[config.mk]
export PLATFORM = sky130hd
export DESIGN_NAME = servo_packet_receive_parser
export DESIGN_NICKNAME = d
export VERILOG_FILES = /design/src/rtl/core/sprp_pkg.sv /design/src/rtl/core/servo_packet_receive_parser.sv
export SDC_FILE = /design/constraint.sdc
export NUM_CORES = 1
export LEC_CHECK = 0
export BUFFER_PORTS_ARGS = -buffer_cell sky130_fd_sc_hd__buf_2
export CAP_MARGIN = 20
export CORE_MARGIN = 8
export CORE_UTILIZATION = 30
export DETAILED_ROUTE_END_ITERATION = 6
export PLACE_DENSITY = 0.53
export SYNTH_ARGS = -nofsm -noshare
export SYNTH_HDL_FRONTEND = slang
export SYNTH_SLANG_ARGS = --single-unit
export TNS_END_PERCENT = 30
[constraint.sdc]
create_clock -name aclk -period 20.6 [get_ports aclk]
set_clock_uncertainty 0.2 [all_clocks]
set_input_delay 1.03 -clock aclk [delete_from_list [all_inputs] [get_ports aclk]]
set_output_delay 1.03 -clock aclk [all_outputs]
set_load 0.01 [all_outputs]
[src/rtl/core/sprp_pkg.sv]
// Package for the servo packet receive parser.
// Holds the parse phase type, the result event codes and the frame constants.
// No dependencies.
package sprp_pkg;

    typedef enum logic [3:0] {
        PH_HUNT      = 4'd0,
        PH_HDR_FF    = 4'd1,
        PH_HDR_FD    = 4'd2,
        PH_HDR_00    = 4'd3,
        PH_ID        = 4'd4,
        PH_LEN_LO    = 4'd5,
        PH_LEN_HI    = 4'd6,
        PH_INSTR     = 4'd7,
        PH_PARAM     = 4'd8,
        PH_CRC_LO    = 4'd9,
        PH_CRC_HI    = 4'd10
    } phase_t;

    typedef enum logic [1:0] {
        EV_PARAM = 2'd0,
        EV_DONE  = 2'd1,
        EV_ABORT = 2'd2
    } event_t;

    localparam logic       KIND_BYTE    = 1'b0;
    localparam logic       KIND_IDLE    = 1'b1;
    localparam logic [7:0] HDR_BYTE_FF  = 8'hFF;
    localparam logic [7:0] HDR_BYTE_FD  = 8'hFD;
    localparam logic [7:0] HDR_BYTE_00  = 8'h00;
    localparam logic [15:0] MIN_LENGTH  = 16'd3;
    localparam logic [15:0] CRC_BYTES   = 16'd2;

    localparam logic [7:0] FIRST_ID_RESET  = 8'd1;
    localparam logic [7:0] SECOND_ID_RESET = 8'd2;

    // Register indexes on the configuration port.
    localparam logic REG_FIRST_ID  = 1'b0;
    localparam logic REG_SECOND_ID = 1'b1;

endpackage

[src/rtl/core/servo_packet_receive_parser.sv]
// Servo packet receive parser: top level, a single module.
// Depends on sprp_pkg for the phase type, event codes and frame constants.
//
// Usage
// The input channel (s_valid/s_ready) carries one request per received serial
// event: s_kind is 0 for a byte in s_byte_value, 1 for an idle line. The
// parser hunts for the header FF FF FD 00, checks the ID against the two
// configured IDs, reads a little-endian length, the instruction, the
// parameter bytes and a two-byte CRC, which is reported but not checked.
// The result channel (m_valid/m_ready) carries one request per parameter
// byte (with its index), one completion request per frame (ID, instruction,
// parameter count and received CRC) and one abort request whenever a header
// byte, the ID or the length is wrong, or the line goes idle mid-frame.
// A request is registered in the input register on acceptance; the parsing
// stage puts its result, if any, in the output register. Throughput is one
// request per cycle unless the receiver stalls; the input register takes
// a new request even while a result waits, if the output register drains.
// Reset (aresetn, synchronous, active low) returns the parser to hunting,
// clears its frame state and loads the ID registers with 1 and 2.
// When the receiver stalls, the output register holds its result, the
// parsing stage waits, and s_ready falls once the input register is full.
// The IDs are written over the APB-style port at byte addresses 0 and 4.
module servo_packet_receive_parser (
    input  logic        aclk,
    input  logic        aresetn,

    input  logic        s_valid,
    output logic        s_ready,
    input  logic        s_kind,
    input  logic [7:0]  s_byte_value,

    output logic        m_valid,
    input  logic        m_ready,
    output logic [1:0]  m_event_res,
    output logic [7:0]  m_servo_id,
    output logic [7:0]  m_instruction_code,
    output logic [15:0] m_param_index,
    output logic [7:0]  m_param_byte,
    output logic [15:0] m_param_count,
    output logic [15:0] m_crc_received,

    input  logic        psel,
    input  logic        penable,
    input  logic        pwrite,
    input  logic [2:0]  paddr,
    input  logic [31:0] pwdata,
    output logic [31:0] prdata,
    output logic        pready
);

    // Configuration registers.
    logic [7:0] first_id_reg;
    logic [7:0] second_id_reg;
    logic       cfg_write;

    // Input register.
    logic       in_vld_reg, in_vld_next;
    logic       in_kind_reg;
    logic [7:0] in_byte_reg;

    // Parser state.
    sprp_pkg::phase_t phase_reg, phase_next;
    logic [15:0] remain_reg, remain_next;
    logic [15:0] pidx_reg, pidx_next;
    logic [7:0]  fid_reg, fid_next;
    logic [7:0]  finstr_reg, finstr_next;
    logic [15:0] fcount_reg, fcount_next;
    logic [7:0]  crc_lo_reg, crc_lo_next;

    // Output register.
    logic        out_vld_reg, out_vld_next;
    logic [1:0]  out_ev_reg, out_ev_next;
    logic [7:0]  out_id_reg, out_id_next;
    logic [7:0]  out_instr_reg, out_instr_next;
    logic [15:0] out_pidx_reg, out_pidx_next;
    logic [7:0]  out_pbyte_reg, out_pbyte_next;
    logic [15:0] out_count_reg, out_count_next;
    logic [15:0] out_crc_reg, out_crc_next;

    logic        advance;
    logic        process;
    logic        emit;
    logic [15:0] length_full;
    logic [15:0] remain_dec;

    // ------------------------------------------------------------------
    // Configuration port. Writes complete in the access phase; pready is
    // tied high, so no wait states are ever inserted.
    // ------------------------------------------------------------------
    assign pready    = 1'b1;
    assign cfg_write = psel && penable && pwrite;

    always_ff @(posedge aclk) begin
        if (!aresetn) begin
            first_id_reg  <= sprp_pkg::FIRST_ID_RESET;
            second_id_reg <= sprp_pkg::SECOND_ID_RESET;
        end else if (cfg_write) begin
            if (paddr[2] == sprp_pkg::REG_FIRST_ID) begin
                first_id_reg <= pwdata[7:0];
            end else begin
                second_id_reg <= pwdata[7:0];
            end
        end
    end

    always_comb begin
        if (paddr[2] == sprp_pkg::REG_FIRST_ID) begin
            prdata = {24'd0, first_id_reg};
        end else begin
            prdata = {24'd0, second_id_reg};
        end
    end

    // ------------------------------------------------------------------
    // Handshake. The parsing stage moves whenever the output register is
    // empty or being drained; the input register refills in the same cycle.
    // ------------------------------------------------------------------
    assign advance = !out_vld_reg || m_ready;
    assign process = in_vld_reg && advance;
    assign s_ready = !in_vld_reg || advance;

    always_comb begin
        if (s_valid && s_ready) begin
            in_vld_next = 1'b1;
        end else if (process) begin
            in_vld_next = 1'b0;
        end else begin
            in_vld_next = in_vld_reg;
        end
    end

    // ------------------------------------------------------------------
    // Parser: one state update per request.
    // ------------------------------------------------------------------
    assign length_full = {in_byte_reg, remain_reg[7:0]};
    assign remain_dec  = remain_reg - 16'd1;

    always_comb begin
        phase_next     = phase_reg;
        remain_next    = remain_reg;
        pidx_next      = pidx_reg;
        fid_next       = fid_reg;
        finstr_next    = finstr_reg;
        fcount_next    = fcount_reg;
        crc_lo_next    = crc_lo_reg;
        emit           = 1'b0;
        out_ev_next    = sprp_pkg::EV_ABORT;
        out_pidx_next  = 16'd0;
        out_pbyte_next = 8'd0;
        out_count_next = 16'd0;
        out_crc_next   = 16'd0;

        if (process) begin
            if (phase_reg == sprp_pkg::PH_HUNT) begin
                // Noise and idle marks are dropped while hunting.
                if (in_kind_reg == sprp_pkg::KIND_BYTE &&
                    in_byte_reg == sprp_pkg::HDR_BYTE_FF) begin
                    fid_next    = 8'd0;
                    finstr_next = 8'd0;
                    pidx_next   = 16'd0;
                    phase_next  = sprp_pkg::PH_HDR_FF;
                end
            end else if (in_kind_reg == sprp_pkg::KIND_IDLE) begin
                // Line went idle inside a frame.
                emit       = 1'b1;
                phase_next = sprp_pkg::PH_HUNT;
            end else begin
                case (phase_reg)
                    sprp_pkg::PH_HDR_FF: begin
                        if (in_byte_reg != sprp_pkg::HDR_BYTE_FF) begin
                            emit       = 1'b1;
                            phase_next = sprp_pkg::PH_HUNT;
                        end else begin
                            phase_next = sprp_pkg::PH_HDR_FD;
                        end
                    end
                    sprp_pkg::PH_HDR_FD: begin
                        if (in_byte_reg != sprp_pkg::HDR_BYTE_FD) begin
                            emit       = 1'b1;
                            phase_next = sprp_pkg::PH_HUNT;
                        end else begin
                            phase_next = sprp_pkg::PH_HDR_00;
                        end
                    end
                    sprp_pkg::PH_HDR_00: begin
                        if (in_byte_reg != sprp_pkg::HDR_BYTE_00) begin
                            emit       = 1'b1;
                            phase_next = sprp_pkg::PH_HUNT;
                        end else begin
                            phase_next = sprp_pkg::PH_ID;
                        end
                    end
                    sprp_pkg::PH_ID: begin
                        if (in_byte_reg != first_id_reg && in_byte_reg != second_id_reg) begin
                            emit       = 1'b1;
                            phase_next = sprp_pkg::PH_HUNT;
                        end else begin
                            fid_next   = in_byte_reg;
                            phase_next = sprp_pkg::PH_LEN_LO;
                        end
                    end
                    sprp_pkg::PH_LEN_LO: begin
                        remain_next = {8'd0, in_byte_reg};
                        phase_next  = sprp_pkg::PH_LEN_HI;
                    end
                    sprp_pkg::PH_LEN_HI: begin
                        if (length_full < sprp_pkg::MIN_LENGTH) begin
                            emit       = 1'b1;
                            phase_next = sprp_pkg::PH_HUNT;
                        end else begin
                            remain_next = length_full;
                            fcount_next = length_full - sprp_pkg::MIN_LENGTH;
                            phase_next  = sprp_pkg::PH_INSTR;
                        end
                    end
                    sprp_pkg::PH_INSTR: begin
                        finstr_next = in_byte_reg;
                        remain_next = remain_dec;
                        if (remain_dec == sprp_pkg::CRC_BYTES) begin
                            phase_next = sprp_pkg::PH_CRC_LO;
                        end else begin
                            phase_next = sprp_pkg::PH_PARAM;
                        end
                    end
                    sprp_pkg::PH_PARAM: begin
                        emit           = 1'b1;
                        out_ev_next    = sprp_pkg::EV_PARAM;
                        out_pidx_next  = pidx_reg;
                        out_pbyte_next = in_byte_reg;
                        pidx_next      = pidx_reg + 16'd1;
                        remain_next    = remain_dec;
                        if (remain_dec == sprp_pkg::CRC_BYTES) begin
                            phase_next = sprp_pkg::PH_CRC_LO;
                        end
                    end
                    sprp_pkg::PH_CRC_LO: begin
                        crc_lo_next = in_byte_reg;
                        phase_next  = sprp_pkg::PH_CRC_HI;
                    end
                    sprp_pkg::PH_CRC_HI: begin
                        emit           = 1'b1;
                        out_ev_next    = sprp_pkg::EV_DONE;
                        out_count_next = fcount_reg;
                        out_crc_next   = {in_byte_reg, crc_lo_reg};
                        phase_next     = sprp_pkg::PH_HUNT;
                    end
                    default: begin
                        // Unused phase codes fall back to hunting silently.
                        phase_next = sprp_pkg::PH_HUNT;
                    end
                endcase
            end
        end
    end

    // ID and instruction are reported as they stood before this byte.
    assign out_id_next    = fid_reg;
    assign out_instr_next = finstr_reg;

    always_comb begin
        if (process) begin
            out_vld_next = emit;
        end else if (m_ready) begin
            out_vld_next = 1'b0;
        end else begin
            out_vld_next = out_vld_reg;
        end
    end

    // ------------------------------------------------------------------
    // Registers.
    // ------------------------------------------------------------------
    always_ff @(posedge aclk) begin
        if (!aresetn) begin
            in_vld_reg  <= 1'b0;
            out_vld_reg <= 1'b0;
            phase_reg   <= sprp_pkg::PH_HUNT;
            remain_reg  <= 16'd0;
            pidx_reg    <= 16'd0;
            fid_reg     <= 8'd0;
            finstr_reg  <= 8'd0;
            fcount_reg  <= 16'd0;
            crc_lo_reg  <= 8'd0;
        end else begin
            in_vld_reg  <= in_vld_next;
            out_vld_reg <= out_vld_next;
            phase_reg   <= phase_next;
            remain_reg  <= remain_next;
            pidx_reg    <= pidx_next;
            fid_reg     <= fid_next;
            finstr_reg  <= finstr_next;
            fcount_reg  <= fcount_next;
            crc_lo_reg  <= crc_lo_next;
        end
    end

    always_ff @(posedge aclk) begin
        if (s_valid && s_ready) begin
            in_kind_reg <= s_kind;
            in_byte_reg <= s_byte_value;
        end
        if (process && emit) begin
            out_ev_reg    <= out_ev_next;
            out_id_reg    <= out_id_next;
            out_instr_reg <= out_instr_next;
            out_pidx_reg  <= out_pidx_next;
            out_pbyte_reg <= out_pbyte_next;
            out_count_reg <= out_count_next;
            out_crc_reg   <= out_crc_next;
        end
    end

    assign m_valid            = out_vld_reg;
    assign m_event_res        = out_ev_reg;
    assign m_servo_id         = out_id_reg;
    assign m_instruction_code = out_instr_reg;
    assign m_param_index      = out_pidx_reg;
    assign m_param_byte       = out_pbyte_reg;
    assign m_param_count      = out_count_reg;
    assign m_crc_received     = out_crc_reg;

endmodule

# Word level (Yosys, flattened, before mapping)

Cells that the tools add are included.

Flip-flop bits (word level): 177
Bits of input ports: 51
Logic and storage cells: 129

$add $sub $neg: 3
Order comparisons: 1
Eq/ne operators: 21
Muxes and demuxes: 40
Bitwise operators: 8
Reductions and logical operators: 35

Operator list:

| kind                                                  | count |
|---|---|
| 2-to-1 mux 16 bit                                     | 5 |
| 2-to-1 mux 8 bit                                      | 9 |
| case mux 16 bit (3 select lines)                      | 1 |
| case mux 4 bit (9 select lines)                       | 1 |
| AND reduction 5 bit                                   | 4 |
| adder 16 x 1 -> 16 bit (second input constant)        | 1 |
| equality test 16 x 2 -> 1 bit (second input constant) | 1 |
| equality test 4 x 3 -> 1 bit (second input constant)  | 4 |
| < comparator 16 x 2 -> 1 bit (second input constant)  | 1 |
| 2-to-1 mux 4 bit                                      | 4 |
| inequality test 8 bit                                 | 2 |
| inequality test 8 bit (second input constant)         | 2 |
| subtractor 16 x 1 -> 16 bit (second input constant)   | 1 |
| subtractor 16 x 2 -> 16 bit (second input constant)   | 1 |
| 2-to-1 mux 1 bit                                      | 13 |
| equality test 4 bit (second input constant)           | 3 |
| AND reduction 4 bit                                   | 3 |
| nonzero test 2 bit                                    | 6 |
| 2-to-1 mux 3 bit                                      | 3 |
| equality test 4 x 2 -> 1 bit (second input constant)  | 2 |
| equality test 8 bit (second input constant)           | 1 |
| NOT 1 bit                                             | 8 |
| nonzero test 8 bit                                    | 1 |
| OR reduction 4 bit                                    | 2 |
| other kinds (16)                                      | 29 |

# Logic depth before layout (Yosys ltp)

Depth after elaboration: 8
Mapped depth: 10
Depth with buffers taken out: 9

# Worst setup path before layout

Ideal clock, no wire load.

Path kind: register to register
From: reg remain_reg[0]
To: reg out_crc_reg[0] (netlist: m_crc_received[0]) (enable)
Library setup time: 597 ps
Data arrival time: 6515 ps
Slack: 13288 ps
Stages on the path, launching flop included: 8
Path buffers: 0
Period minus slack after synthesis: 7312 ps
Path through: dfxtp_1 -> ha_1 -> nor3_1 -> nand4_1 -> mux2i_1 -> a31oi_1 -> o21a_1 -> nor3_1

Word-level cells in the longest chain between the ends: 7

RTL lines:

| item                            | RTL line                           | RTL |
|---|---|---|
| start, declared                 | servo_packet_receive_parser.sv:63  | `logic [15:0] remain_reg, remain_next;` |
| start signal, assigned          | servo_packet_receive_parser.sv:288 | `remain_reg <= remain_next;` |
| < comparator 16 x 2 -> 1 bit    | servo_packet_receive_parser.sv:207 | `if (length_full < sprp_pkg::MIN_LENGTH) begin` |
| 2-to-1 mux 1 bit                | servo_packet_receive_parser.sv:207 |  |
| case mux 1 bit (6 select lines) | servo_packet_receive_parser.sv:168 | `case (phase_reg)` |
| 2-to-1 mux 1 bit                | servo_packet_receive_parser.sv:163 | `end else if (in_kind_reg == sprp_pkg::KIND_IDLE) begin` |
| 2-to-1 mux 1 bit                | servo_packet_receive_parser.sv:154 | `if (phase_reg == sprp_pkg::PH_HUNT) begin` |
| 2-to-1 mux 1 bit                | servo_packet_receive_parser.sv:153 | `if (process) begin` |
| logical AND 1 bit               | servo_packet_receive_parser.sv:302 | `if (process && emit) begin` |
| end signal, assigned            | servo_packet_receive_parser.sv:309 | `out_crc_reg <= out_crc_next;` |
| end, declared                   | servo_packet_receive_parser.sv:78  | `logic [15:0] out_crc_reg, out_crc_next;` |

Every way passes these cells.
A chain may end at the register's enable or synchronous reset.

# Final worst setup path

From: reg in_byte_reg[0]
To: reg out_count_reg[6] (netlist: m_param_count[6]) (enable)

Word-level cells in the longest chain between the ends: 8
Elaborated cells on any way between the ends: 17
Classes of those cells: order compare (1); eq/ne (4); mux (9); reduce/logical (3)

RTL lines:

| item                                                                                 | RTL line                           | RTL |
|---|---|---|
| start, declared                                                                      | servo_packet_receive_parser.sv:59  | `logic [7:0] in_byte_reg;` |
| start signal, assigned                                                               | servo_packet_receive_parser.sv:300 | `in_byte_reg <= s_byte_value;` |
| parallel branches: the longest is 3 deep, another holds < comparator 16 x 2 -> 1 bit | n/a                                |  |
| case mux 1 bit (6 select lines) (*)                                                  | servo_packet_receive_parser.sv:168 |  |
| 2-to-1 mux 1 bit (*)                                                                 | servo_packet_receive_parser.sv:163 |  |
| 2-to-1 mux 1 bit (*)                                                                 | servo_packet_receive_parser.sv:154 |  |
| 2-to-1 mux 1 bit (*)                                                                 | servo_packet_receive_parser.sv:153 |  |
| logical AND 1 bit (*)                                                                | servo_packet_receive_parser.sv:302 |  |
| end signal, assigned                                                                 | servo_packet_receive_parser.sv:308 | `out_count_reg <= out_count_next;` |
| end, declared                                                                        | servo_packet_receive_parser.sv:77  | `logic [15:0] out_count_reg, out_count_next;` |

Every way passes the cells marked *.

==> summary.md <==
| Metric | Value |
|---|---|
| CTS buffer count | 17 |
| Worst path cell trace | nor4_1 -> nand4_1 -> mux2i_1 -> a31oi_1 -> o21a_1 -> nor3_2 -> buf_4 |
| Period utilization | 0.182 |
| Post-synth EDFFs | 83 |
| Post-route ant nets | 0 |
| Max VDD drop | 49.6 uV |
| CTS Buffer Depth | 2 |
| Worst hold slack | 232 ps |
| Pre-Repair DR Iteration Count | 5 |
| Die ar. | 33300 sq um |
| CTS Hold Bufs | 0 |
| Slew Limit Fails | 0 |
| Worst-margin pin slew | 982 ps |
| Vias/cell | 4.65 |
| Vias post-DR | 5914 |
| Starting Density | 0.302 |
| Ant diodes | 0 |
| GRT Residual Overflow | 0 |
| Setup CP Type | reg -> reg |
| RSZ-0062 raised after global routing | false |
| Period minus WS final | 3740 ps |
| Drt wl/cell | 15.8 um |
| Final WS setup | 16860 ps |
| Hold Fails Final Rpt | 0 |
| Initial antenna violation count | 0 |
| Leak | 3.94 nW |
| Async S/R FF share, synth | 0 |
| Setup Buffers After CTS | 0 |
| Slowest cell on the critical path | edfxtp_1 |
| DP HPWL | 13400 um |
| CP endpoint kind | register |
| Post-synthesis sequential area ratio | 0.526 |
| # DRC | 0 |
| Port Buffer Count | 108 |
| First-pass GRT wire length | 32600 um |
| Layout cells sized above 1 | 0.199 |
| GP Congestion | 0.844 |
| Core area | 27600 sq um |
| Power Density | 77.6 nW/um^2 |
| Startpoint Class | register |
| Hold crit path type | reg -> reg |
| IO Count | 160 |
| Worst Path Max Fanout | 74 |
| Synth Warn # | 0 |
| Root Buffer | clkbuf_16 |
| Number of setup violations in the final report | 0 |
| Synth Area per Inst | 10.5 sq um |
| Post-synth cell types | 65 |
| Placed cells | 1238 |
| Outcome | complete, no violations |
| Worst skew pair latency | 420 ps |
| Worst path arrival time | 3580 ps |
| H-tree depth | 4 |
| Synth Cell Area | 8320 sq um |
| Rows | 61 |
| Relative max-transition margin | 0.345 |
| WL final | 20100 um |
| Largest net degree at the start of global routing | 82 |
| CTS tree | done |
| Fin nets | 935 |
| Maxcap violations | 0 |
| CP Data Required Time | 20440 ps |
| Vias in the first global route | 5924 |
| Tot Pwr | 755 uW |
| Initial drt markers | 359 |
| Yosys reg bits | 177 |
| Peak Freq | 267 MHz |
| Setup WS pre-CTS | 16870 ps |
| Post-synthesis cell count | 795 |
| Clock-pin transition on the worst setup and hold timing paths | 70 ps |
| Post-Layout Cell Count | 1271 |
| Ys flop type | dfxtp_1 |
| Die Y-Extent | 183 um |
| Clk sinks | 177 |
| GRT Overall Usage | 0.122 |
| Final TNS setup | 0 ps |
| PostCTS Resize Cnt | 0 |
| Worst path max stage delay | 750 ps |
| Syn-to-layout area delta | 17.0% |
| Die X | 183 um |
[critical path, delay by kind of cell, from the launching register on]
family / cells / cell delay, ps
flops: 1 / 750
buf+inv: 1 / 730
simple gates: 3 / 1080
mux: 1 / 220
compound gates: 2 / 280
[cells by family (layout without fill, tap and decap cells)]
family | count (synthesis) | count (layout) | synth area share
other | 2 | 25 | 0.000903
flip-flops | 177 | 177 | 0.526
AO/OA/AOI/OAI | 126 | 126 | 0.113
adder cells (fa/ha/maj) | 4 | 4 | 0.00602
multiplexers | 29 | 29 | 0.0361
XOR/XNOR | 46 | 46 | 0.0484
AND/OR/NAND/NOR | 328 | 328 | 0.216
buffers and inverters | 83 | 158 | 0.0540
[per-stage QoR]
step	utilization	cell area, sq um
floorplan	-	8400
global placement	0.329	9070
detailed placement	0.329	9070
CTS	0.353	9730
global route	0.353	9730
finish	0.353	9730
[placed cells by master (no fill, tap or decap), types with 4 or more instances in the layout]
master and instances:
buf_2 108, nand2_1 95, dfxtp_1 94, edfxtp_1 83, and2_1 60, nor2_1 36, nor2b_1 34, xnor2_1 29
a21boi_0 26, conb_1 25, a21oi_1 21, mux2i_1 21, o211a_1 19, nand3_1 19, xor2_1 17, clkbuf_16 17
nand4_1 15, nor3_1 14, o21ai_0 14, buf_4 10, a31oi_1 9, inv_1 8, nor4_1 8, or3_1 8
mux2_2 8, o211ai_1 7, nand2b_1 7, and3_1 6, inv_6 5, a22oi_1 4, a41oi_1 4, o31ai_1 4
ha_1 4, bufinv_16 4
[routing by layer]
layer	global-route usage	wire length, um	share of wire
met1	0.160	9790	0.49
met2	0.195	8990	0.45
met3	0.0312	1090	0.054
met4	0.0367	252	0.013
met5	0	0	0
[synth_stat cells, types with 4 or more instances]
master    count  area share
nand2b_1      7      0.0053
a22oi_1       4      0.0036
and3_1        6      0.0045
o211a_1      19       0.023
o21ai_0      14      0.0084
dfxtp_1      94        0.23
a21oi_1      21       0.013
nor3_1       15      0.0090
edfxtp_1     83        0.30
nand4_1      15       0.011
o211ai_1      7      0.0063
or3_1         8      0.0060
o31ai_1       4      0.0036
nand3_1      19       0.011
buf_4        27       0.024
mux2_2        8       0.011
a21boi_0     26       0.023
mux2i_1      21       0.025
a41oi_1       4      0.0042
nor2b_1      34       0.026
inv_1         8      0.0036
xnor2_1      29       0.031
ha_1          4      0.0060
a31oi_1       9      0.0068
buf_2        10      0.0060
nand2_1      95       0.043
xor2_1       17       0.018
clkbuf_1     34       0.015
nor4_1        8      0.0060
nor2_1       37       0.017
and2_1       60       0.045
[area by class of cell]
type,count,area (sq um)
clock buffers,18,439
clock inverters,14,214
fillers,2787,17800
inverters,8,30.0
multi-input cells,558,3590
flip-flops and latches,177,4370
well taps,378,473
repair buffers,118,616
[path summary, 6_finish.rpt]
path | startpoint | slack, ps | end | cells past startpoint
max | in_byte_reg[0] | 16860 | m_param_count[6] | 7
min | fid_reg[1] | 230 | m_servo_id[1] | 0
max reg2reg | in_byte_reg[0] | 16860 | m_param_count[6] | 7
min reg2reg | fid_reg[1] | 230 | m_servo_id[1] | 0
[power by group]
part / leakage [nW] / internal [mW] / switching, mW
sequential: 1.61 / 0.367 / 0.00457
clock: 0.318 / 0.211 / 0.149
combinational: 2.01 / 0.00896 / 0.0141
total: 3.94 / 0.587 / 0.168
Power figures use the tool's default switching activity.
